### src/hdl/prc_pkg.sv
// ----------------------------------------------------------------------------
// prc_pkg
// Shared types, constants and helpers for the point rotation unit.
// ----------------------------------------------------------------------------
`default_nettype none

package prc_pkg;

  localparam int COORD_WIDTH  = 16;
  localparam int ANGLE_WIDTH  = 16;
  localparam int ADDR_WIDTH   = 5;
  localparam int DATA_WIDTH   = 32;
  localparam int NUM_REGS     = 6;
  localparam int NUM_AXES     = 3;

  // rotated coordinates grow by at most one bit per axis
  localparam int INT_WIDTH    = COORD_WIDTH + 4;
  localparam int TRIG_WIDTH   = 16;
  localparam int TRIG_FRAC    = 14;
  localparam int PROD_WIDTH   = INT_WIDTH + TRIG_WIDTH;
  localparam int SUM_WIDTH    = PROD_WIDTH + 1;

  localparam int TURN_WIDTH   = 24;
  localparam int QUARTER_BITS = 22;
  localparam int COEF_FRAC    = 30;
  localparam int FIN_SHIFT    = QUARTER_BITS + COEF_FRAC - TRIG_FRAC;
  localparam int U_WIDTH      = QUARTER_BITS + 1;
  localparam int POLY_WIDTH   = 33;
  localparam int DIGIT_WIDTH  = 8;
  localparam int NUM_DIGITS   = 3;
  localparam int DIGIT_IDX_W  = $clog2(NUM_DIGITS);
  localparam int MULB_WIDTH   = DIGIT_WIDTH * NUM_DIGITS;
  localparam int PP_WIDTH     = POLY_WIDTH + DIGIT_WIDTH + 1;
  localparam int ACC_WIDTH    = POLY_WIDTH + MULB_WIDTH + 1;

  localparam int PIPE_LATENCY = 8;

  localparam logic signed [TRIG_WIDTH-1:0] TRIG_ONE = TRIG_WIDTH'(16384);
  localparam logic signed [SUM_WIDTH-1:0]  ROT_BIAS = SUM_WIDTH'(1) << (TRIG_FRAC - 1);
  localparam logic signed [ACC_WIDTH-1:0]  FIN_BIAS = ACC_WIDTH'(1) << (FIN_SHIFT - 1);

  localparam logic signed [POLY_WIDTH-1:0] K1 = POLY_WIDTH'(1686629713);
  localparam logic signed [POLY_WIDTH-1:0] K3 = POLY_WIDTH'(-693598668);
  localparam logic signed [POLY_WIDTH-1:0] K5 = POLY_WIDTH'(85569298);
  localparam logic signed [POLY_WIDTH-1:0] K7 = POLY_WIDTH'(-5026990);
  localparam logic signed [POLY_WIDTH-1:0] K9 = POLY_WIDTH'(172275);

  typedef enum logic [2:0] {
    REG_CENTER_X,
    REG_CENTER_Y,
    REG_CENTER_Z,
    REG_ANGLE_X,
    REG_ANGLE_Y,
    REG_ANGLE_Z
  } prc_reg_t;

  typedef enum logic [1:0] {
    AXIS_X,
    AXIS_Y,
    AXIS_Z
  } prc_axis_t;

  typedef enum logic [2:0] {
    STEP_SQUARE,
    STEP_K7,
    STEP_K5,
    STEP_K3,
    STEP_K1,
    STEP_FINAL
  } prc_step_t;

  typedef enum logic [1:0] {
    SEQ_IDLE,
    SEQ_MUL,
    SEQ_POST
  } prc_seq_state_t;

  typedef logic signed [INT_WIDTH-1:0] prc_coord_t;

  typedef struct packed {
    logic signed [TRIG_WIDTH-1:0] sin_v;
    logic signed [TRIG_WIDTH-1:0] cos_v;
  } prc_trig_t;

  typedef struct packed {
    logic [COORD_WIDTH-1:0] center_x;
    logic [COORD_WIDTH-1:0] center_y;
    logic [COORD_WIDTH-1:0] center_z;
    logic [ANGLE_WIDTH-1:0] angle_x;
    logic [ANGLE_WIDTH-1:0] angle_y;
    logic [ANGLE_WIDTH-1:0] angle_z;
  } prc_cfg_t;

  function automatic logic signed [POLY_WIDTH-1:0] horner_coef(prc_step_t step);
    logic signed [POLY_WIDTH-1:0] k;
    case (step)
      STEP_K7: k = K7;
      STEP_K5: k = K5;
      STEP_K3: k = K3;
      default: k = K1;
    endcase
    return k;
  endfunction

endpackage

`default_nettype wire

### src/hdl/prc_trig_seq.sv
// ----------------------------------------------------------------------------
// prc_trig_seq
// Sine/cosine sequencer: evaluates the quarter-wave polynomial for each
// rewritten angle on one shared 33x8 digit multiplier.
// ----------------------------------------------------------------------------
`default_nettype none

module prc_trig_seq (
  input  wire logic                         clk,
  input  wire logic                         rst_n,
  input  wire prc_pkg::prc_cfg_t            cfg,
  input  wire logic [prc_pkg::NUM_AXES-1:0] angle_wr,
  output prc_pkg::prc_trig_t                trig_x,
  output prc_pkg::prc_trig_t                trig_y,
  output prc_pkg::prc_trig_t                trig_z,
  output logic                              seq_busy
);
  import prc_pkg::*;

  prc_seq_state_t                 state_r, state_nxt;
  logic [NUM_AXES-1:0]            dirty_r, dirty_nxt;
  prc_axis_t                      axis_r, axis_nxt;
  logic [1:0]                     quad_r, quad_nxt;
  logic [QUARTER_BITS-1:0]        rem_r, rem_nxt;
  logic [U_WIDTH-1:0]             u_r, u_nxt;
  logic [U_WIDTH-1:0]             z_r, z_nxt;
  logic signed [POLY_WIDTH-1:0]   p_r, p_nxt;
  logic signed [ACC_WIDTH-1:0]    acc_r, acc_nxt;
  prc_step_t                      step_r, step_nxt;
  logic [DIGIT_IDX_W-1:0]         digit_r, digit_nxt;
  logic                           phase_r, phase_nxt;
  logic signed [TRIG_WIDTH-1:0]   sval_r, sval_nxt;
  prc_trig_t                      trig_r [NUM_AXES];
  prc_trig_t                      trig_nxt [NUM_AXES];

  prc_axis_t                      pick;
  logic [ANGLE_WIDTH-1:0]         pick_angle;
  logic [TURN_WIDTH-1:0]          turn;
  logic signed [POLY_WIDTH-1:0]   mul_a;
  logic [MULB_WIDTH-1:0]          mul_b;
  logic [DIGIT_WIDTH-1:0]         digit;
  logic signed [PP_WIDTH-1:0]     pp;
  logic signed [ACC_WIDTH-1:0]    pp_sh;
  logic signed [ACC_WIDTH-1:0]    acc_q;
  logic signed [POLY_WIDTH-1:0]   horner_val;
  logic signed [ACC_WIDTH-1:0]    fin;
  logic signed [TRIG_WIDTH-1:0]   fin_clamp;

  assign trig_x   = trig_r[AXIS_X];
  assign trig_y   = trig_r[AXIS_Y];
  assign trig_z   = trig_r[AXIS_Z];
  assign seq_busy = (state_r != SEQ_IDLE) || (dirty_r != '0);

  always_comb begin
    if (dirty_r[AXIS_X]) begin
      pick       = AXIS_X;
      pick_angle = cfg.angle_x;
    end else if (dirty_r[AXIS_Y]) begin
      pick       = AXIS_Y;
      pick_angle = cfg.angle_y;
    end else begin
      pick       = AXIS_Z;
      pick_angle = cfg.angle_z;
    end
    turn = TURN_WIDTH'(pick_angle) << (TURN_WIDTH - ANGLE_WIDTH);
  end

  // one 8-bit digit of the unsigned operand per cycle while in SEQ_MUL
  always_comb begin
    case (step_r)
      STEP_SQUARE: begin
        mul_a = $signed(POLY_WIDTH'(u_r));
        mul_b = MULB_WIDTH'(u_r);
      end
      STEP_FINAL: begin
        mul_a = p_r;
        mul_b = MULB_WIDTH'(u_r);
      end
      default: begin
        mul_a = p_r;
        mul_b = MULB_WIDTH'(z_r);
      end
    endcase
    digit = mul_b[digit_r*DIGIT_WIDTH +: DIGIT_WIDTH];
    pp    = mul_a * $signed({1'b0, digit});
    pp_sh = ACC_WIDTH'(pp) <<< (DIGIT_WIDTH * digit_r);
  end

  always_comb begin
    acc_q      = acc_r >>> QUARTER_BITS;
    horner_val = horner_coef(step_r) + $signed(acc_q[POLY_WIDTH-1:0]);
    fin        = (acc_r + FIN_BIAS) >>> FIN_SHIFT;
    if (fin < 0) begin
      fin_clamp = '0;
    end else if (fin > ACC_WIDTH'(TRIG_ONE)) begin
      fin_clamp = TRIG_ONE;
    end else begin
      fin_clamp = fin[TRIG_WIDTH-1:0];
    end
  end

  always_comb begin
    state_nxt = state_r;
    dirty_nxt = dirty_r;
    axis_nxt  = axis_r;
    quad_nxt  = quad_r;
    rem_nxt   = rem_r;
    u_nxt     = u_r;
    z_nxt     = z_r;
    p_nxt     = p_r;
    acc_nxt   = acc_r;
    step_nxt  = step_r;
    digit_nxt = digit_r;
    phase_nxt = phase_r;
    sval_nxt  = sval_r;
    trig_nxt  = trig_r;
    case (state_r)
      SEQ_IDLE: begin
        if (dirty_r != '0) begin
          axis_nxt        = pick;
          dirty_nxt[pick] = 1'b0;
          quad_nxt        = turn[TURN_WIDTH-1 -: 2];
          rem_nxt         = turn[QUARTER_BITS-1:0];
          u_nxt           = U_WIDTH'(turn[QUARTER_BITS-1:0]);
          step_nxt        = STEP_SQUARE;
          digit_nxt       = '0;
          acc_nxt         = '0;
          phase_nxt       = 1'b0;
          state_nxt       = SEQ_MUL;
        end
      end
      SEQ_MUL: begin
        acc_nxt = acc_r + pp_sh;
        if (digit_r == DIGIT_IDX_W'(NUM_DIGITS - 1)) begin
          state_nxt = SEQ_POST;
        end else begin
          digit_nxt = digit_r + 1'b1;
        end
      end
      SEQ_POST: begin
        digit_nxt = '0;
        acc_nxt   = '0;
        state_nxt = SEQ_MUL;
        case (step_r)
          STEP_SQUARE: begin
            z_nxt    = acc_r[QUARTER_BITS +: U_WIDTH];
            p_nxt    = K9;
            step_nxt = STEP_K7;
          end
          STEP_K7: begin
            p_nxt    = horner_val;
            step_nxt = STEP_K5;
          end
          STEP_K5: begin
            p_nxt    = horner_val;
            step_nxt = STEP_K3;
          end
          STEP_K3: begin
            p_nxt    = horner_val;
            step_nxt = STEP_K1;
          end
          STEP_K1: begin
            p_nxt    = horner_val;
            step_nxt = STEP_FINAL;
          end
          STEP_FINAL: begin
            if (!phase_r) begin
              sval_nxt  = fin_clamp;
              phase_nxt = 1'b1;
              u_nxt     = (U_WIDTH'(1) << QUARTER_BITS) - U_WIDTH'(rem_r);
              step_nxt  = STEP_SQUARE;
            end else begin
              case (quad_r)
                2'd0: begin
                  trig_nxt[axis_r].sin_v = sval_r;
                  trig_nxt[axis_r].cos_v = fin_clamp;
                end
                2'd1: begin
                  trig_nxt[axis_r].sin_v = fin_clamp;
                  trig_nxt[axis_r].cos_v = -sval_r;
                end
                2'd2: begin
                  trig_nxt[axis_r].sin_v = -sval_r;
                  trig_nxt[axis_r].cos_v = -fin_clamp;
                end
                default: begin
                  trig_nxt[axis_r].sin_v = -fin_clamp;
                  trig_nxt[axis_r].cos_v = sval_r;
                end
              endcase
              state_nxt = SEQ_IDLE;
            end
          end
          default: state_nxt = SEQ_IDLE;
        endcase
      end
      default: state_nxt = SEQ_IDLE;
    endcase
    dirty_nxt = dirty_nxt | angle_wr;
  end

  always_ff @(posedge clk) begin
    if (!rst_n) begin
      state_r <= SEQ_IDLE;
      dirty_r <= '0;
      for (int i = 0; i < NUM_AXES; i++) begin
        trig_r[i].sin_v <= '0;
        trig_r[i].cos_v <= TRIG_ONE;
      end
    end else begin
      state_r <= state_nxt;
      dirty_r <= dirty_nxt;
      trig_r  <= trig_nxt;
    end
  end

  always_ff @(posedge clk) begin
    axis_r  <= axis_nxt;
    quad_r  <= quad_nxt;
    rem_r   <= rem_nxt;
    u_r     <= u_nxt;
    z_r     <= z_nxt;
    p_r     <= p_nxt;
    acc_r   <= acc_nxt;
    step_r  <= step_nxt;
    digit_r <= digit_nxt;
    phase_r <= phase_nxt;
    sval_r  <= sval_nxt;
  end

endmodule

`default_nettype wire

### config.mk
export PLATFORM = sky130hd
export DESIGN_NAME = prc_trig_seq
export DESIGN_NICKNAME = d
export VERILOG_FILES = /design/src/hdl/prc_pkg.sv /design/src/hdl/prc_trig_seq.sv
export SDC_FILE = /design/constraint.sdc
export NUM_CORES = 2
export LEC_CHECK = 0
export ABC_AREA = 1
export BUFFER_PORTS_ARGS = -buffer_cell sky130_fd_sc_hd__buf_4
export CORE_MARGIN = 4
export CORE_UTILIZATION = 51
export DETAILED_ROUTE_END_ITERATION = 12
export PLACE_DENSITY_LB_ADDON = 0.05
export SLEW_MARGIN = 20
export SYNTH_ARGS = -nofsm -noshare
export SYNTH_HDL_FRONTEND = slang
export SYNTH_SLANG_ARGS = --single-unit
### constraint.sdc
create_clock -name clk -period 9.6 [get_ports clk]
set_input_delay 1.92 -clock clk [delete_from_list [all_inputs] [get_ports clk]]
set_output_delay 1.92 -clock clk [all_outputs]
set_load 0.1 [all_outputs]
==> impl_metrics.csv <==
group,metric,value,unit
status,status,"complete, no violations",
clock_network,cts-root-buf,"clkbuf_16",
clock_network,clk_pin_slew_worst_paths,0.06,ns
sta,fin_setup_tns,0,ns
logic_synthesis,synthFlopType,"edfxtp_1",
cells_and_area,fin_nets,5265,
routing,drc,0,
floorplanning,io_pins,198,
placement,place_congestion,0.947,
hold_path,hold_depth,2,
global_route,antenna_found_initial,1,
logic_synthesis,syn_area,31600,µm²
clock_network,htree_num_levels,2,
critical_path,r2r_start,"step_r[1]$_SDFFCE_PN0P_",
sta,period_minus_slack,9.22,ns
floorplanning,fp.dieH,257,µm
sta,tightest_slew,1.07,ns
sta,fmax,0.108,GHz
logic_synthesis,syn_inst,4698,
floorplanning,start_util,0.513,
logic_synthesis,synth-seq-area-share,0.224,
logic_synthesis,yosys.area.top_type,"edfxtp_1",
critical_path,cpMostUsedCell,"o21ai_0",
global_route,grt_pass1_wl,176000,µm
floorplanning,dieArea,66100,µm²
logic_synthesis,yosys-top-cells-count,"nand2_1, inv_1, nor2_1, a21oi_1, o21ai_0",
clock_network,holdBufCountCts,0,
logic_synthesis,synth-async-reset-ratio,0,
critical_path,cp_max_fo,28,
logic_synthesis,yosysMostFrequentCell,"nand2_1",
routing,antenna_left,0,
floorplanning,die_w,257,µm
critical_path,arrival,9.51,ns
sta,clock_skew,0.0381,ns
critical_path,r2r_end,"acc_r[50]$_SDFFCE_PP0P_",
placement,detailed_place_hpwl,87400,µm
sta,slew_headroom,0.285,
routing,top_layer_used,"met5",
clock_network,numCtsBuffers,37,
clock_network,cts_sinks,270,
sta,fin_crit_sh,0.961,
critical_path,cp.required,9.89,ns
logic_synthesis,syn-mean-instance-area,6.73,µm²
placement,place_ws,0.251,ns
sta,finalSetupViolCount,0,
routing,drt-met1-wl,51500,µm
clock_network,insertion_delay,0.57,ns
routing,wirelength,113000,µm
critical_path,crit_type,"flip-flop to flip-flop",
routing,route.met3.wl,10800,µm
critical_path,rr_worst_depth,42,
placement,dp.cells,5580,
clock_network,tritoncts,"built",
critical_path,start_kind,"flip-flop",
placement,io_buffer_count,149,
routing,avgRoutedWirePerCell,20.1,µm
clock_network,cts_buffer_depth,3,
global_route,grt_pass1_vias,30100,
logic_synthesis,synth-warning-count,0,
critical_path,crit_path_end_kind,"flip-flop",
sta,final_max_slew_viol_count,0,
floorplanning,row_count,91,
cells_and_area,diodes,0,
cells_and_area,instances_no_fill,5650,
routing,viasPerCell,5.76,
logic_synthesis,synth_fp_nets,5178,
global_route,grt_max_degree,82,
global_route,overflow,0,
logic_synthesis,synth_edf_count,169,
critical_path,rrSetupSlack,0.38,ns
logic_synthesis,synth.distinct_cells,59,
hold_path,hold_class,"flip-flop to flip-flop",
critical_path,cp_slowest_cell,"fa_1",
floorplanning,core_area,61600,µm²
cells_and_area,drive_gt1_frac,0.0833,
global_route,grtUsageTotal,0.336,
sta,finalHoldViolations,0,
logic_synthesis,synth_area_leaders,"edfxtp_1, fa_1, nand2_1",
routing,vias,32500,
routing,met2_length,48200,µm
critical_path,slowest_delay,0.57,ns
routing,first_pass_iters,6,
sta,layout_setup_ws,0.379,ns
logic_synthesis,ys_ff_latch,270,
routing,drt_iter0_drc,3840,
logic_synthesis,synth_top_area_frac,0.160,
sta,rsz0062_at_grt,"no",
cells_and_area,synthToLayoutAreaGrowth,11.5,%
run,drv_cap,0,
==> routing by layer <==
| layer | vias up | track usage |
|---|---|---|
| li1 | 15500 | - |
| met1 | 15300 | 0.511 |
| met2 | 1469 | 0.502 |
| met3 | 175 | 0.0520 |
| met4 | 2 | 0.0800 |
| met5 | - | 0 |
==> cell usage in the layout (no fill, tap or decap), types with 11 or more instances in the layout <==
| cell type | instances |
|---|---|
| o21a_1 | 29 |
| nor2_1 | 507 |
| a21o_1 | 13 |
| nand4_1 | 31 |
| edfxtp_1 | 169 |
| a31oi_1 | 37 |
| inv_1 | 713 |
| o2111ai_1 | 17 |
| or2_2 | 21 |
| o21ai_1 | 33 |
| nand3_1 | 281 |
| o211ai_1 | 72 |
| ha_1 | 173 |
| buf_4 | 234 |
| dfxtp_1 | 101 |
| nand2_1 | 1052 |
| nor2_4 | 17 |
| a21oi_1 | 400 |
| inv_2 | 11 |
| o221ai_1 | 14 |
| nand2_2 | 20 |
| nor4_1 | 11 |
| nor3_1 | 60 |
| xor2_1 | 41 |
| clkbuf_16 | 39 |
| fa_1 | 206 |
| xnor2_1 | 17 |
| o21ai_0 | 368 |
==> metrics by stage <==
| stage | cell area, µm² | utilization | hold slack [ns] |
|---|---|---|---|
| final | 35300 | 0.572 | 0.484 |
| after global routing | 35300 | 0.572 | 0.510 |
| after CTS | 35100 | 0.570 | 0.487 |
| after detailed placement | 33900 | 0.550 | 0.478 |
| after global placement | 33900 | 0.550 | 0.466 |
| after floorplan | 31600 | - | 0.455 |
==> layout make-up <==
type | count | area (µm²)
inverter | 730 | 2750
clock inverter | 17 | 218
sequential | 270 | 7100
fill | 6108 | 26300
timing repair buffer | 242 | 1900
multi-input combinational | 3504 | 21200
clock buffer | 50 | 1070
tap | 837 | 1050
==> logic make-up (layout without fill, tap and decap cells) <==
kind of cell / Yosys count / count (layout) / share of synthesized area
and+or+nand+nor: 2029 / 2029 / 0.267
buffers and inverters: 924 / 1039 / 0.111
DFF: 270 / 270 / 0.224
muxes: 4 / 4 / 0.00127
other: 1 / 1 / 0.000119
AOI/OAI and AO/OA: 1031 / 1031 / 0.181
xor gates and xnor gates: 60 / 60 / 0.0169
adders and majority gates: 379 / 379 / 0.199
==> timing repair <==
| item | in CTS | in global routing |
|---|---|---|
| endpoints found under the setup margin | 0 | 16 |
| gates resized for setup | 0 | 30 |
| setup buffers | 0 | 3 |
==> worst max-delay path by stage <==
stage / startpoint / endpoint / cells past startpoint
finish: step_r[1]$_SDFFCE_PN0P_ / acc_r[50]$_SDFFCE_PP0P_ / 42
global route: step_r[1]$_SDFFCE_PN0P_ / acc_r[50]$_SDFFCE_PP0P_ / 42
CTS: step_r[1]$_SDFFCE_PN0P_ / acc_r[53]$_SDFFCE_PP0P_ / 45
detailed placement: step_r[1]$_SDFFCE_PN0P_ / acc_r[53]$_SDFFCE_PP0P_ / 45
global placement: step_r[1]$_SDFFCE_PN0P_ / acc_r[53]$_SDFFCE_PP0P_ / 45
floorplan: step_r[1]$_SDFFCE_PN0P_ / acc_r[53]$_SDFFCE_PP0P_ / 46
==> critical path: cells and delay by family, from the launching register on <==
family	cells	cell delay, ns
xor gates and xnor gates	2	0.48
and+or+nand+nor	9	1.15
adders and majority gates	6	2.75
buffers and inverters	9	1.23
DFF	1	0.44
AOI/OAI and AO/OA	16	2.88
Power is not shown: default switching activity piles up to over one toggle a cycle in this logic, so the estimate is an artifact.
