## src/hdl/prc_pkg.sv

```systemverilog
// ----------------------------------------------------------------------------
// prc_pkg
// Shared types, constants and helpers for the point rotation unit.
// ----------------------------------------------------------------------------
`default_nettype none

package prc_pkg;

  localparam int COORD_WIDTH  = 16;
  localparam int ANGLE_WIDTH  = 16;
  localparam int ADDR_WIDTH   = 5;
  localparam int DATA_WIDTH   = 32;
  localparam int NUM_REGS     = 6;
  localparam int NUM_AXES     = 3;

  // rotated coordinates grow by at most one bit per axis
  localparam int INT_WIDTH    = COORD_WIDTH + 4;
  localparam int TRIG_WIDTH   = 16;
  localparam int TRIG_FRAC    = 14;
  localparam int PROD_WIDTH   = INT_WIDTH + TRIG_WIDTH;
  localparam int SUM_WIDTH    = PROD_WIDTH + 1;

  localparam int TURN_WIDTH   = 24;
  localparam int QUARTER_BITS = 22;
  localparam int COEF_FRAC    = 30;
  localparam int FIN_SHIFT    = QUARTER_BITS + COEF_FRAC - TRIG_FRAC;
  localparam int U_WIDTH      = QUARTER_BITS + 1;
  localparam int POLY_WIDTH   = 33;
  localparam int DIGIT_WIDTH  = 8;
  localparam int NUM_DIGITS   = 3;
  localparam int DIGIT_IDX_W  = $clog2(NUM_DIGITS);
  localparam int MULB_WIDTH   = DIGIT_WIDTH * NUM_DIGITS;
  localparam int PP_WIDTH     = POLY_WIDTH + DIGIT_WIDTH + 1;
  localparam int ACC_WIDTH    = POLY_WIDTH + MULB_WIDTH + 1;

  localparam int PIPE_LATENCY = 8;

  localparam logic signed [TRIG_WIDTH-1:0] TRIG_ONE = TRIG_WIDTH'(16384);
  localparam logic signed [SUM_WIDTH-1:0]  ROT_BIAS = SUM_WIDTH'(1) << (TRIG_FRAC - 1);
  localparam logic signed [ACC_WIDTH-1:0]  FIN_BIAS = ACC_WIDTH'(1) << (FIN_SHIFT - 1);

  localparam logic signed [POLY_WIDTH-1:0] K1 = POLY_WIDTH'(1686629713);
  localparam logic signed [POLY_WIDTH-1:0] K3 = POLY_WIDTH'(-693598668);
  localparam logic signed [POLY_WIDTH-1:0] K5 = POLY_WIDTH'(85569298);
  localparam logic signed [POLY_WIDTH-1:0] K7 = POLY_WIDTH'(-5026990);
  localparam logic signed [POLY_WIDTH-1:0] K9 = POLY_WIDTH'(172275);

  typedef enum logic [2:0] {
    REG_CENTER_X,
    REG_CENTER_Y,
    REG_CENTER_Z,
    REG_ANGLE_X,
    REG_ANGLE_Y,
    REG_ANGLE_Z
  } prc_reg_t;

  typedef enum logic [1:0] {
    AXIS_X,
    AXIS_Y,
    AXIS_Z
  } prc_axis_t;

  typedef enum logic [2:0] {
    STEP_SQUARE,
    STEP_K7,
    STEP_K5,
    STEP_K3,
    STEP_K1,
    STEP_FINAL
  } prc_step_t;

  typedef enum logic [1:0] {
    SEQ_IDLE,
    SEQ_MUL,
    SEQ_POST
  } prc_seq_state_t;

  typedef logic signed [INT_WIDTH-1:0] prc_coord_t;

  typedef struct packed {
    logic signed [TRIG_WIDTH-1:0] sin_v;
    logic signed [TRIG_WIDTH-1:0] cos_v;
  } prc_trig_t;

  typedef struct packed {
    logic [COORD_WIDTH-1:0] center_x;
    logic [COORD_WIDTH-1:0] center_y;
    logic [COORD_WIDTH-1:0] center_z;
    logic [ANGLE_WIDTH-1:0] angle_x;
    logic [ANGLE_WIDTH-1:0] angle_y;
    logic [ANGLE_WIDTH-1:0] angle_z;
  } prc_cfg_t;

  function automatic logic signed [POLY_WIDTH-1:0] horner_coef(prc_step_t step);
    logic signed [POLY_WIDTH-1:0] k;
    case (step)
      STEP_K7: k = K7;
      STEP_K5: k = K5;
      STEP_K3: k = K3;
      default: k = K1;
    endcase
    return k;
  endfunction

endpackage

`default_nettype wire

```

## src/hdl/prc_cfg_regs.sv

```systemverilog
// ----------------------------------------------------------------------------
// prc_cfg_regs
// APB register file: rotation center and the three rotation angles.
// ----------------------------------------------------------------------------
`default_nettype none

module prc_cfg_regs (
  input  wire logic                           clk,
  input  wire logic                           rst_n,
  input  wire logic                           psel,
  input  wire logic                           penable,
  input  wire logic                           pwrite,
  input  wire logic [prc_pkg::ADDR_WIDTH-1:0] paddr,
  input  wire logic [prc_pkg::DATA_WIDTH-1:0] pwdata,
  output logic      [prc_pkg::DATA_WIDTH-1:0] prdata,
  output prc_pkg::prc_cfg_t                   cfg,
  output logic      [prc_pkg::NUM_AXES-1:0]   angle_wr
);
  import prc_pkg::*;

  prc_cfg_t cfg_r;
  prc_reg_t idx;
  logic     wr_en;

  assign idx   = prc_reg_t'(paddr[ADDR_WIDTH-1:2]);
  assign wr_en = psel & penable & pwrite;
  assign cfg   = cfg_r;

  always_ff @(posedge clk) begin
    if (!rst_n) begin
      cfg_r <= '0;
    end else if (wr_en) begin
      case (idx)
        REG_CENTER_X: cfg_r.center_x <= pwdata[COORD_WIDTH-1:0];
        REG_CENTER_Y: cfg_r.center_y <= pwdata[COORD_WIDTH-1:0];
        REG_CENTER_Z: cfg_r.center_z <= pwdata[COORD_WIDTH-1:0];
        REG_ANGLE_X:  cfg_r.angle_x  <= pwdata[ANGLE_WIDTH-1:0];
        REG_ANGLE_Y:  cfg_r.angle_y  <= pwdata[ANGLE_WIDTH-1:0];
        REG_ANGLE_Z:  cfg_r.angle_z  <= pwdata[ANGLE_WIDTH-1:0];
        default: ;
      endcase
    end
  end

  always_comb begin
    angle_wr = '0;
    if (wr_en && rst_n) begin
      case (idx)
        REG_ANGLE_X: angle_wr[AXIS_X] = 1'b1;
        REG_ANGLE_Y: angle_wr[AXIS_Y] = 1'b1;
        REG_ANGLE_Z: angle_wr[AXIS_Z] = 1'b1;
        default: ;
      endcase
    end
  end

  always_comb begin
    case (idx)
      REG_CENTER_X: prdata = DATA_WIDTH'(cfg_r.center_x);
      REG_CENTER_Y: prdata = DATA_WIDTH'(cfg_r.center_y);
      REG_CENTER_Z: prdata = DATA_WIDTH'(cfg_r.center_z);
      REG_ANGLE_X:  prdata = DATA_WIDTH'(cfg_r.angle_x);
      REG_ANGLE_Y:  prdata = DATA_WIDTH'(cfg_r.angle_y);
      REG_ANGLE_Z:  prdata = DATA_WIDTH'(cfg_r.angle_z);
      default:      prdata = '0;
    endcase
  end

endmodule

`default_nettype wire

```

## config.mk

```make
export PLATFORM = sky130hd
export DESIGN_NAME = prc_cfg_regs
export DESIGN_NICKNAME = d
export VERILOG_FILES = /design/src/hdl/prc_pkg.sv /design/src/hdl/prc_cfg_regs.sv
export SDC_FILE = /design/constraint.sdc
export NUM_CORES = 1
export LEC_CHECK = 0
export ABC_CLOCK_PERIOD_IN_PS = 3400
export CORE_ASPECT_RATIO = 1.5
export CORE_MARGIN = 3
export CORE_UTILIZATION = 51
export CTS_CLUSTER_SIZE = 14
export DETAILED_ROUTE_END_ITERATION = 8
export DONT_BUFFER_PORTS = 1
export GPL_ROUTABILITY_DRIVEN = 0
export PLACE_DENSITY = 0.66
export SLEW_MARGIN = 10
export SYNTH_ARGS = -nofsm -noshare
export SYNTH_HDL_FRONTEND = slang
export SYNTH_SLANG_ARGS = --single-unit
```

## constraint.sdc

```tcl
create_clock -name clk -period 3.4 [get_ports clk]
set_input_delay 0.34 -clock clk [delete_from_list [all_inputs] [get_ports clk]]
set_output_delay 0.34 -clock clk [all_outputs]
set_load 0.005 [all_outputs]
```

==> results.md, run 1 <==
Status:
- The flow ran to the end, and the final reports show no timing, DRC or antenna violations.

Drt:
- The detail route stage leaves a number of antenna-violating nets equal to 0.
- After detailed routing, the number of remaining DRC violations is 0.
- For this run, the detailed router's first-pass iteration total came to 4.
- The final route contains ~3300 vias.
- Dividing the detail-routed wire length by the instance count gives ~22 um.
- The mean number of vias per cell is roughly 6.
- The detailed router finished its first iteration with 192 violations.
- The total wire length after detailed routing is between 10000 and 15000 um.

Placed design:
- The port buffer count is 0.
- The detailed placer's ending HPWL is around 7900 um.
- After detailed placement, the total cell area comes to roughly 4400 um2.

Global route:
- The via count of the first global-routing pass is roughly 3300.
- Entering global routing, the biggest net connects about 120 pins.
- The final global-route overflow total is 0.
- The initial antenna violation count was 0.
- For this run, the total global-route usage over all layers was measured as about 25%.
- The global-route wire length before repair is about 18000 um.

Clock tree:
- The number of clock buffers added by TritonCTS is 9.
- The number of gates resized after CTS was 0.
- The longest clock path from root to sink contains 2 buffers.
- At the later pin of the worst-skew pair, clock insertion delay measures between 300 and 400 ps.
- In this run the post-CTS setup repair buffer count came out at 0.
- TritonCTS built the clock tree.
- The total of hold buffers inserted after clock tree synthesis is 0.
- The buffer cell driving the clock tree root is clkbuf_16.
- The number of H-tree levels is 3.
- The clock net in this run drives a total of between 90 and 100 sinks.
- The clock input transition at the sequential cells of the worst setup and hold paths is about 60 ps.

Cells and area:
- The count of antenna diodes in the layout is 0.
- The fill cell instance count of the final layout is 780.
- The growth of design area from synthesis to finish is 4.55%.
- Of the cells placed in the final design, the portion with a size suffix greater than 1 is between 10 and 15%.
- The flip-flop count of the largest register, all copies and words added is 96.
- The net count reported at finish is ~480.
- The post-route cell area is 4660 um2.

Hold path:
- The path class of the tightest hold or removal check is in2reg.
- The path with the worst hold slack has its endpoint at cfg[9]$_SDFFE_PN0P_.
- Along the worst hold path, the cell count comes to 2.
- The launch point of the worst hold path is rst_n.

Synth:
- The synthesized cell area is 4450 um2.
- The flop and latch count out of synthesis is 96.
- For this run, the register share of the synthesized area comes to between 40 and 50%.
- The post-synthesis cell type count is 28.
- The number of instances in the synthesized netlist is 453.
- The average cell area after synthesis is around 10 um2.
- During synthesis, Yosys emitted a total of 0 warnings.

Floorplanning:
- For this design the top-level I/O count stands at 173.
- The placeable core region is around 8500 um2.
- The initialized floorplan defines 41 standard-cell rows.
- Measured along the x axis, the die boundary spans approximately 80 um.
- The height of the die is 120 um.
- The initial core utilization is 52.6%.
- The full die area is slightly below 10000 um2.

Worst setup path:
- The critical path startpoint category is an input port.
- The critical path startpoint is paddr[2].
- Measured in cells, the most critical reg-to-reg path has a length of 2.
- Setup slack on the worst reg-to-reg path comes out at approximately 2700 ps.
- In this run the critical register-to-register path is captured at cfg[82]$_SDFFE_PN0P_.
- The worst endpoint data arrival time is between 1500 and 2000 ps.
- The largest single stage delay on the critical path is approximately 750 ps.
- The type of the setup path with the least slack is in2out.
- The slowest stage cell on the critical path is nor2b_1.
- The worst register-to-register path begins at cfg[82]$_SDFFE_PN0P_.
- The required arrival time at the worst endpoint is 3060 ps.
- The worst setup path is captured at an output pin.
- In this run the worst path has a maximum fanout of 31.
- The cell family contributing the most delay on the critical path is simple AND/OR/NAND/NOR gates.
- The signal on the critical path passes through nor2b_1 -> a22oi_1 -> o21ai_0.
- The worst path buffer plus inverter count is 0.

Timing:
- The number of hold violations in the final report is 0.
- The headroom to the max-slew limit is roughly 22%.
- The number of max-slew violations in the final report is 0.
- The transition time at the pin with the least slew margin is 1170 ps.
- The accumulated negative setup slack is 0 ps.
- Based on the critical path, the design can be clocked at up to approximately 510 MHz.
- The shortest period the worst path allows is approximately 2000 ps.
- On the final layout, the worst clock skew is 0 ps.
- The final setup violation count is 0.
- After layout, the worst path uses 57.3% of the clock period.
- Setup repair after global routing left no endpoint under its margin.

Pwr:
- The worst-case IR drop observed on VDD is about 0.29 mV.
- The internal power of the cells totals around 1.7 mW.
- Summed over all cells, the static leakage comes to between 1.5 and 2 nW.
- The switching part of the total power is around 22%.
- Power spread over the standard cell area amounts to between 400 and 500 nW/um2.
- The share of total power in sequential cells is 53.6%.
- The part of the total power dissipated in the clock network is between 40% and 50%.
- The combinational fraction of design power is 3.7%.
- The total power of the final layout is ~2.1 mW.
- Summed over all nets, the switching power comes to 0.461 mW.

Flow run:
- The max-capacitance violation count is 0.
-- layer usage --
metal | vias up | track usage [%] | part of all wire [%]
met5 | - | 0 | 0
met4 | 0 | 10.5 | 2.2
met3 | 20 | 8.05 | 8.5
met2 | 146 | 42.7 | 52
met1 | 1607 | 26.5 | 37
li1 | 1507 | - | -
-- how the worst max path moves through the flow --
stage	end	cells after the start
6_report	prdata[4]	3
3_3_place_gp	prdata[4]	3
4_1_cts	prdata[4]	3
3_5_place_dp	prdata[4]	3
2_1_floorplan	prdata[0]	5
5_1_grt	prdata[8]	3
-- power groups by stage --
stage | sequential, mW | clock [mW] | combinational [mW]
2_1_floorplan | 1.16 | 0 | 0.107
3_3_place_gp | 1.17 | 0 | 0.0780
3_5_place_dp | 1.17 | 0 | 0.0792
4_1_cts | 1.14 | 0.923 | 0.0795
5_1_grt | 1.14 | 0.963 | 0.0868
6_report | 1.14 | 0.908 | 0.0795
-- kinds of logic (layout without fill, tap and decap cells) --
family | Yosys count | count (layout) | synth area share (%)
AOI/OAI and AO/OA | 44 | 44 | 6.83
buffers and inverters | 50 | 20 | 6.38
DFF | 96 | 96 | 43.2
muxes | 128 | 128 | 30.1
other | 1 | 16 | 0.0842
and+or+nand+nor | 134 | 134 | 13.4
-- per-stage QoR --
| step | setup slack (ps) | hold WS [ps] | util (%) | cells |
|---|---|---|---|---|
| final | 1450 | 148 | 55.0 | 545 |
| after global placement | 1420 | 473 | 52.0 | 531 |
| after CTS | 1420 | 143 | 55.0 | 545 |
| after floorplan | 1640 | 461 | - | 468 |
| after global routing | 1350 | 153 | 55.0 | 545 |
| after detailed placement | 1430 | 484 | 52.0 | 531 |
-- cell type report --
cell class                 instances  area [um2]  share of cell area [%]
multi-input combinational        322        2300                    49.5
sequential                        96        1920                    41.3
clock buffer                      13         250                    5.37
tap                              107         134                    2.88
timing repair buffer               5        37.5                   0.806
clock inverter                     1        5.00                   0.107
inverter                           1        3.75                  0.0806
-- cells in the mapped netlist, drive strengths merged --
library cell,number,area [um2]
nand2,114,428
mux2i,98,981
dfxtp,96,1920
buf,33,220
mux2,28,315
a22oi,17,128
clkbuf,16,60.1
o21ai,14,70.1
a32oi,9,78.8
nor2,6,47.6
and2,4,25.0
nor2b,3,18.8
a21oi,2,10.0
a221oi,2,17.5
mux4,2,45.0
nand2b,2,12.5
conb,1,3.75
inv,1,3.75
nand4,1,12.5
nand4b,1,23.8
nor3,1,16.3
nor3b,1,7.51
or3,1,6.26
-- placed cells by master (no fill, tap or decap), drive strengths merged --
cell,synthesis,layout
nand2,114,114
mux2i,98,98
dfxtp,96,96
mux2,28,28
a22oi,17,17
conb,1,16
o21ai,14,14
clkbuf,16,13
a32oi,9,9
nor2,6,6
buf,33,5
and2,4,4
nor2b,3,3
a221oi,2,2
a21oi,2,2
nand2b,2,2
mux4,2,2
inv,1,1
nor3b,1,1
nand4b,1,1
nand4,1,1
nor3,1,1
or3,1,1
clkinv,0,1
Power figures use the tool's default switching activity.
==> run 2, diff against run 1 <==
--- a/config.mk
+++ b/config.mk
@@ -5,7 +5,8 @@
 export SDC_FILE = /design/constraint.sdc
 export NUM_CORES = 1
 export LEC_CHECK = 0
-export ABC_CLOCK_PERIOD_IN_PS = 3400
+export ABC_AREA = 1
+export ABC_CLOCK_PERIOD_IN_PS = 1700
 export CORE_ASPECT_RATIO = 1.5
 export CORE_MARGIN = 3
 export CORE_UTILIZATION = 51
@@ -13,7 +14,7 @@
 export DETAILED_ROUTE_END_ITERATION = 8
 export DONT_BUFFER_PORTS = 1
 export GPL_ROUTABILITY_DRIVEN = 0
-export PLACE_DENSITY = 0.66
+export PLACE_DENSITY = 0.69
 export SLEW_MARGIN = 10
 export SYNTH_ARGS = -nofsm -noshare
 export SYNTH_HDL_FRONTEND = slang
==> constraint.sdc (replaced) <==
create_clock -name clk -period 1.7 [get_ports clk]
set_input_delay 0.17 -clock clk [delete_from_list [all_inputs] [get_ports clk]]
set_output_delay 0.17 -clock clk [all_outputs]
set_load 0.005 [all_outputs]
==> results.md, run 2 <==
Clock tree:
- The buffer cell driving the clock tree root is clkbuf_16.
- At the later pin of the worst-skew pair, clock insertion delay measures around 340 ps.
- The number of resized instances in the post-cts repair step is 0.
- The CTS sink count is 96.
- TritonCTS built the clock tree.
- The clock input transition at the sequential cells of the worst setup and hold paths is about 60 ps.
- The number of setup buffers added after CTS is 0.
- No sink is reached through more buffers than the 2 on the longest clock path.
- Clock tree synthesis inserted a total of 9 buffers.
- For this design, the CTS-stage hold fixing added 26 buffers.
- The H-tree generated during clock tree synthesis spans 3 levels.

Cells and area:
- The most common library cell in the layout ignoring fill and taps is nor2_1.
- The flip-flop count of the largest register, all copies and words added is 96.
- In the layout the commonest cells are nor2_1, nand2_1, nand3_1, dfxtp_1.
- The count of antenna diodes in the layout is 0.
- The growth of design area from synthesis to finish is 10.3%.
- The net count reported at finish is roughly 820.
- The share of layout cells above drive strength 1 is under 10%.

Synth:
- The area share of the largest cell type after synthesis is between 30% and 40%.
- Synthesis instantiated 19 different standard cells from the library.
- Summing every instance area after synthesis gives ~5000 um2.
- Sorting the synthesized cells by how often they occur yields nor2_1, nand2_1, dfxtp_1, nand3_1.
- Sorting the synthesized cells by area gives the leading types as dfxtp_1, nor2_1, nand2_1.
- The share of async-settable or async-resettable flops after synthesis is 0%.
- The top cell type by total area after synthesis is dfxtp_1.
- nor2_1 is the most common cell in the netlist.
- The number of instances in the synthesized netlist is a little under 800.
- The number of flops mapped to enable cells by yosys is 0.
- The average cell area after synthesis is about 6.3 um2.
- The register area share after synthesis is around two fifths.
- The flop and latch count out of synthesis is 96.
- The Yosys step of the flow raised 0 warnings.
- The primary flip-flop cell chosen by synthesis mapping is dfxtp_1.

Timing:
- The final setup violation count is 0.
- On the final layout, the worst clock skew is 0 ps.
- The shortest period the worst path allows is between 1500 and 2000 ps.
- In the post-route analysis, the smallest setup slack over all paths is about 140 ps.
- The final cycle utilization of the critical path is just over 90%.
- The number of hold violations in the final report is 0.
- The highest clock rate is approximately 640 MHz.
- The number of max-slew violations in the final report was 0.
- Setup repair after global routing left no endpoint under its margin.
- The accumulated negative setup slack is 0 ps.

Global route:
- The initial antenna violation count is 0.
- The global-route wire length before repair is about 24000 um.
- Summed over all layers, the global routing overflow is 0.
- The pin count of the biggest net entering global routing is slightly above 70.
- The combined global-route utilization of all metal layers is approximately 29%.
- The via count of the first global-routing pass is around 4400.

Hold path:
- The class of the tightest hold or removal check is in2reg.

Pwr:
- The power per standard cell area is ~880 nW/um2.
- The total power of the final layout is 4.79 mW.
- The highest ir drop seen on vdd is around 0.61 mV.
- The analysis attributes to cell leakage a power of 2.39 nW.

Worst setup path:
- The slowest stage cell on the critical path is dlygate4sd3_1.
- The worst setup path is launched from an input port.
- For this run, the slowest stage of the critical path takes roughly 560 ps.
- At the worst endpoint, the arrival time is 1800 ps.
- The largest fanout on the critical path is 36.
- Walking the worst path, the cells encountered are inv_2 -> buf_4 -> nand3_1 -> nor2_2 -> buf_4 -> nand2_1 -> nand2_1 -> dlygate4sd3_1 -> nor2_1.
- The worst setup path is of the in2reg kind.
- The worst setup path is captured at a flip-flop.
- The required arrival time at the worst endpoint is just under 2000 ps.

Drt:
- Dividing the detail-routed wire length by the instance count gives between 15 and 20 um.
- The mean number of vias per cell is approximately 5.6.
- The number of detailed-route iterations in the first pass is 6.
- After detailed routing, the number of remaining DRC violations is 0.
- The final route contains 5008 vias.
- The remaining number of nets flagged by the antenna check after routing is 0.
- The total wire length after detailed routing is roughly 16000 um.
- The detailed router finished its first iteration with 530 violations.

Placed design:
- The port buffer count is 0.
- Detailed placement finished with a half-perimeter wire length of 10800 um.
- OpenSTA, run right after detailed placement, puts the worst setup slack at between 300 and 400 ps.

Status:
- The flow ran to the end, and the final reports show no timing, DRC or antenna violations.

Floorplanning:
- The number of top-level design ports is roughly 170.
- The standard-cell row count is 43.
- The height of the die is between 100 and 150 um.
- The full die area is around 11000 um2.
- The initial core utilization is 52.7%.
- The width of the chip is ~86 um.
- The placeable core region is between 9000 and 10000 um2.

Flow run:
- The max-capacitance violation count is 0.
[run 2: changes by cell type after synthesis, sizes merged, moves of 14 or more]
cell / change
a22oi: -17
buf: +34
inv: +36
mux2: -28
mux2i: -98
nand2: +85
nand3: +100
nand4: +32
nor2: +223
o21ai: -14
[run 2: path summary, 6_finish.rpt]
kind / startpoint / to / slack (ps) / depth (start not counted)
worst max-delay path: paddr[4] / cfg[47]$_SDFFE_PN0P_ / 140 / 9
worst min-delay path: paddr[4] / cfg[80]$_SDFFE_PN0P_ / 90 / 4
worst max register to register: cfg[84]$_SDFFE_PN0P_ / cfg[84]$_SDFFE_PN0P_ / 1020 / 2
worst min register to register: cfg[33]$_SDFFE_PN0P_ / cfg[33]$_SDFFE_PN0P_ / 520 / 2
[run 2: cell families (layout without fill, tap and decap cells)]
group                  Yosys count  in the layout  synth area share [%]
buffers and inverters          107             92                  11.0
AOI/OAI and AO/OA               10             10                  1.01
and+or+nand+nor                564            564                  49.0
DFF                             96             96                  38.9
other                            1             16                0.0760
[run 2: stage by stage]
| stage | hold WS [ps] | area, um2 | util [%] | cells |
|---|---|---|---|---|
| after floorplan | 431 | 4990 | - | 793 |
| after global placement | 299 | 4860 | 52.0 | 848 |
| after detailed placement | 305 | 4860 | 52.0 | 848 |
| after CTS | 66.2 | 5440 | 58.1 | 890 |
| after global routing | 111 | 5440 | 58.1 | 890 |
| final | 93.8 | 5440 | 58.1 | 890 |
[run 2: layer usage]
layer | vias to the layer above | track usage [%] | share of wire (%)
li1 | 2402 | - | -
met1 | 2316 | 37.2 | 38
met2 | 246 | 44.0 | 46
met3 | 44 | 7.08 | 10
met4 | 0 | 16.6 | 5.0
met5 | - | 0 | 0
[run 2: layout make-up]
class	instances	area (um2)
Tap cell	112	140
Fill cell	957	3920
Timing Repair Buffer	39	413
Clock buffer	13	260
Inverter	37	139
Multi-Input combinational cell	590	2530
Sequential cell	96	1920
Clock inverter	3	40.0
[run 2: power breakdown]
part | internal (mW) | switching, mW
clock | 1.22 | 0.849
sequential | 2.28 | 0.0340
combinational | 0.139 | 0.270
total | 3.63 | 1.15
[run 2: worst max-delay path: cells and delay by family]
kind | cells | cell delay, ps
buf+inv | 4 | 1220
simple gates | 5 | 390
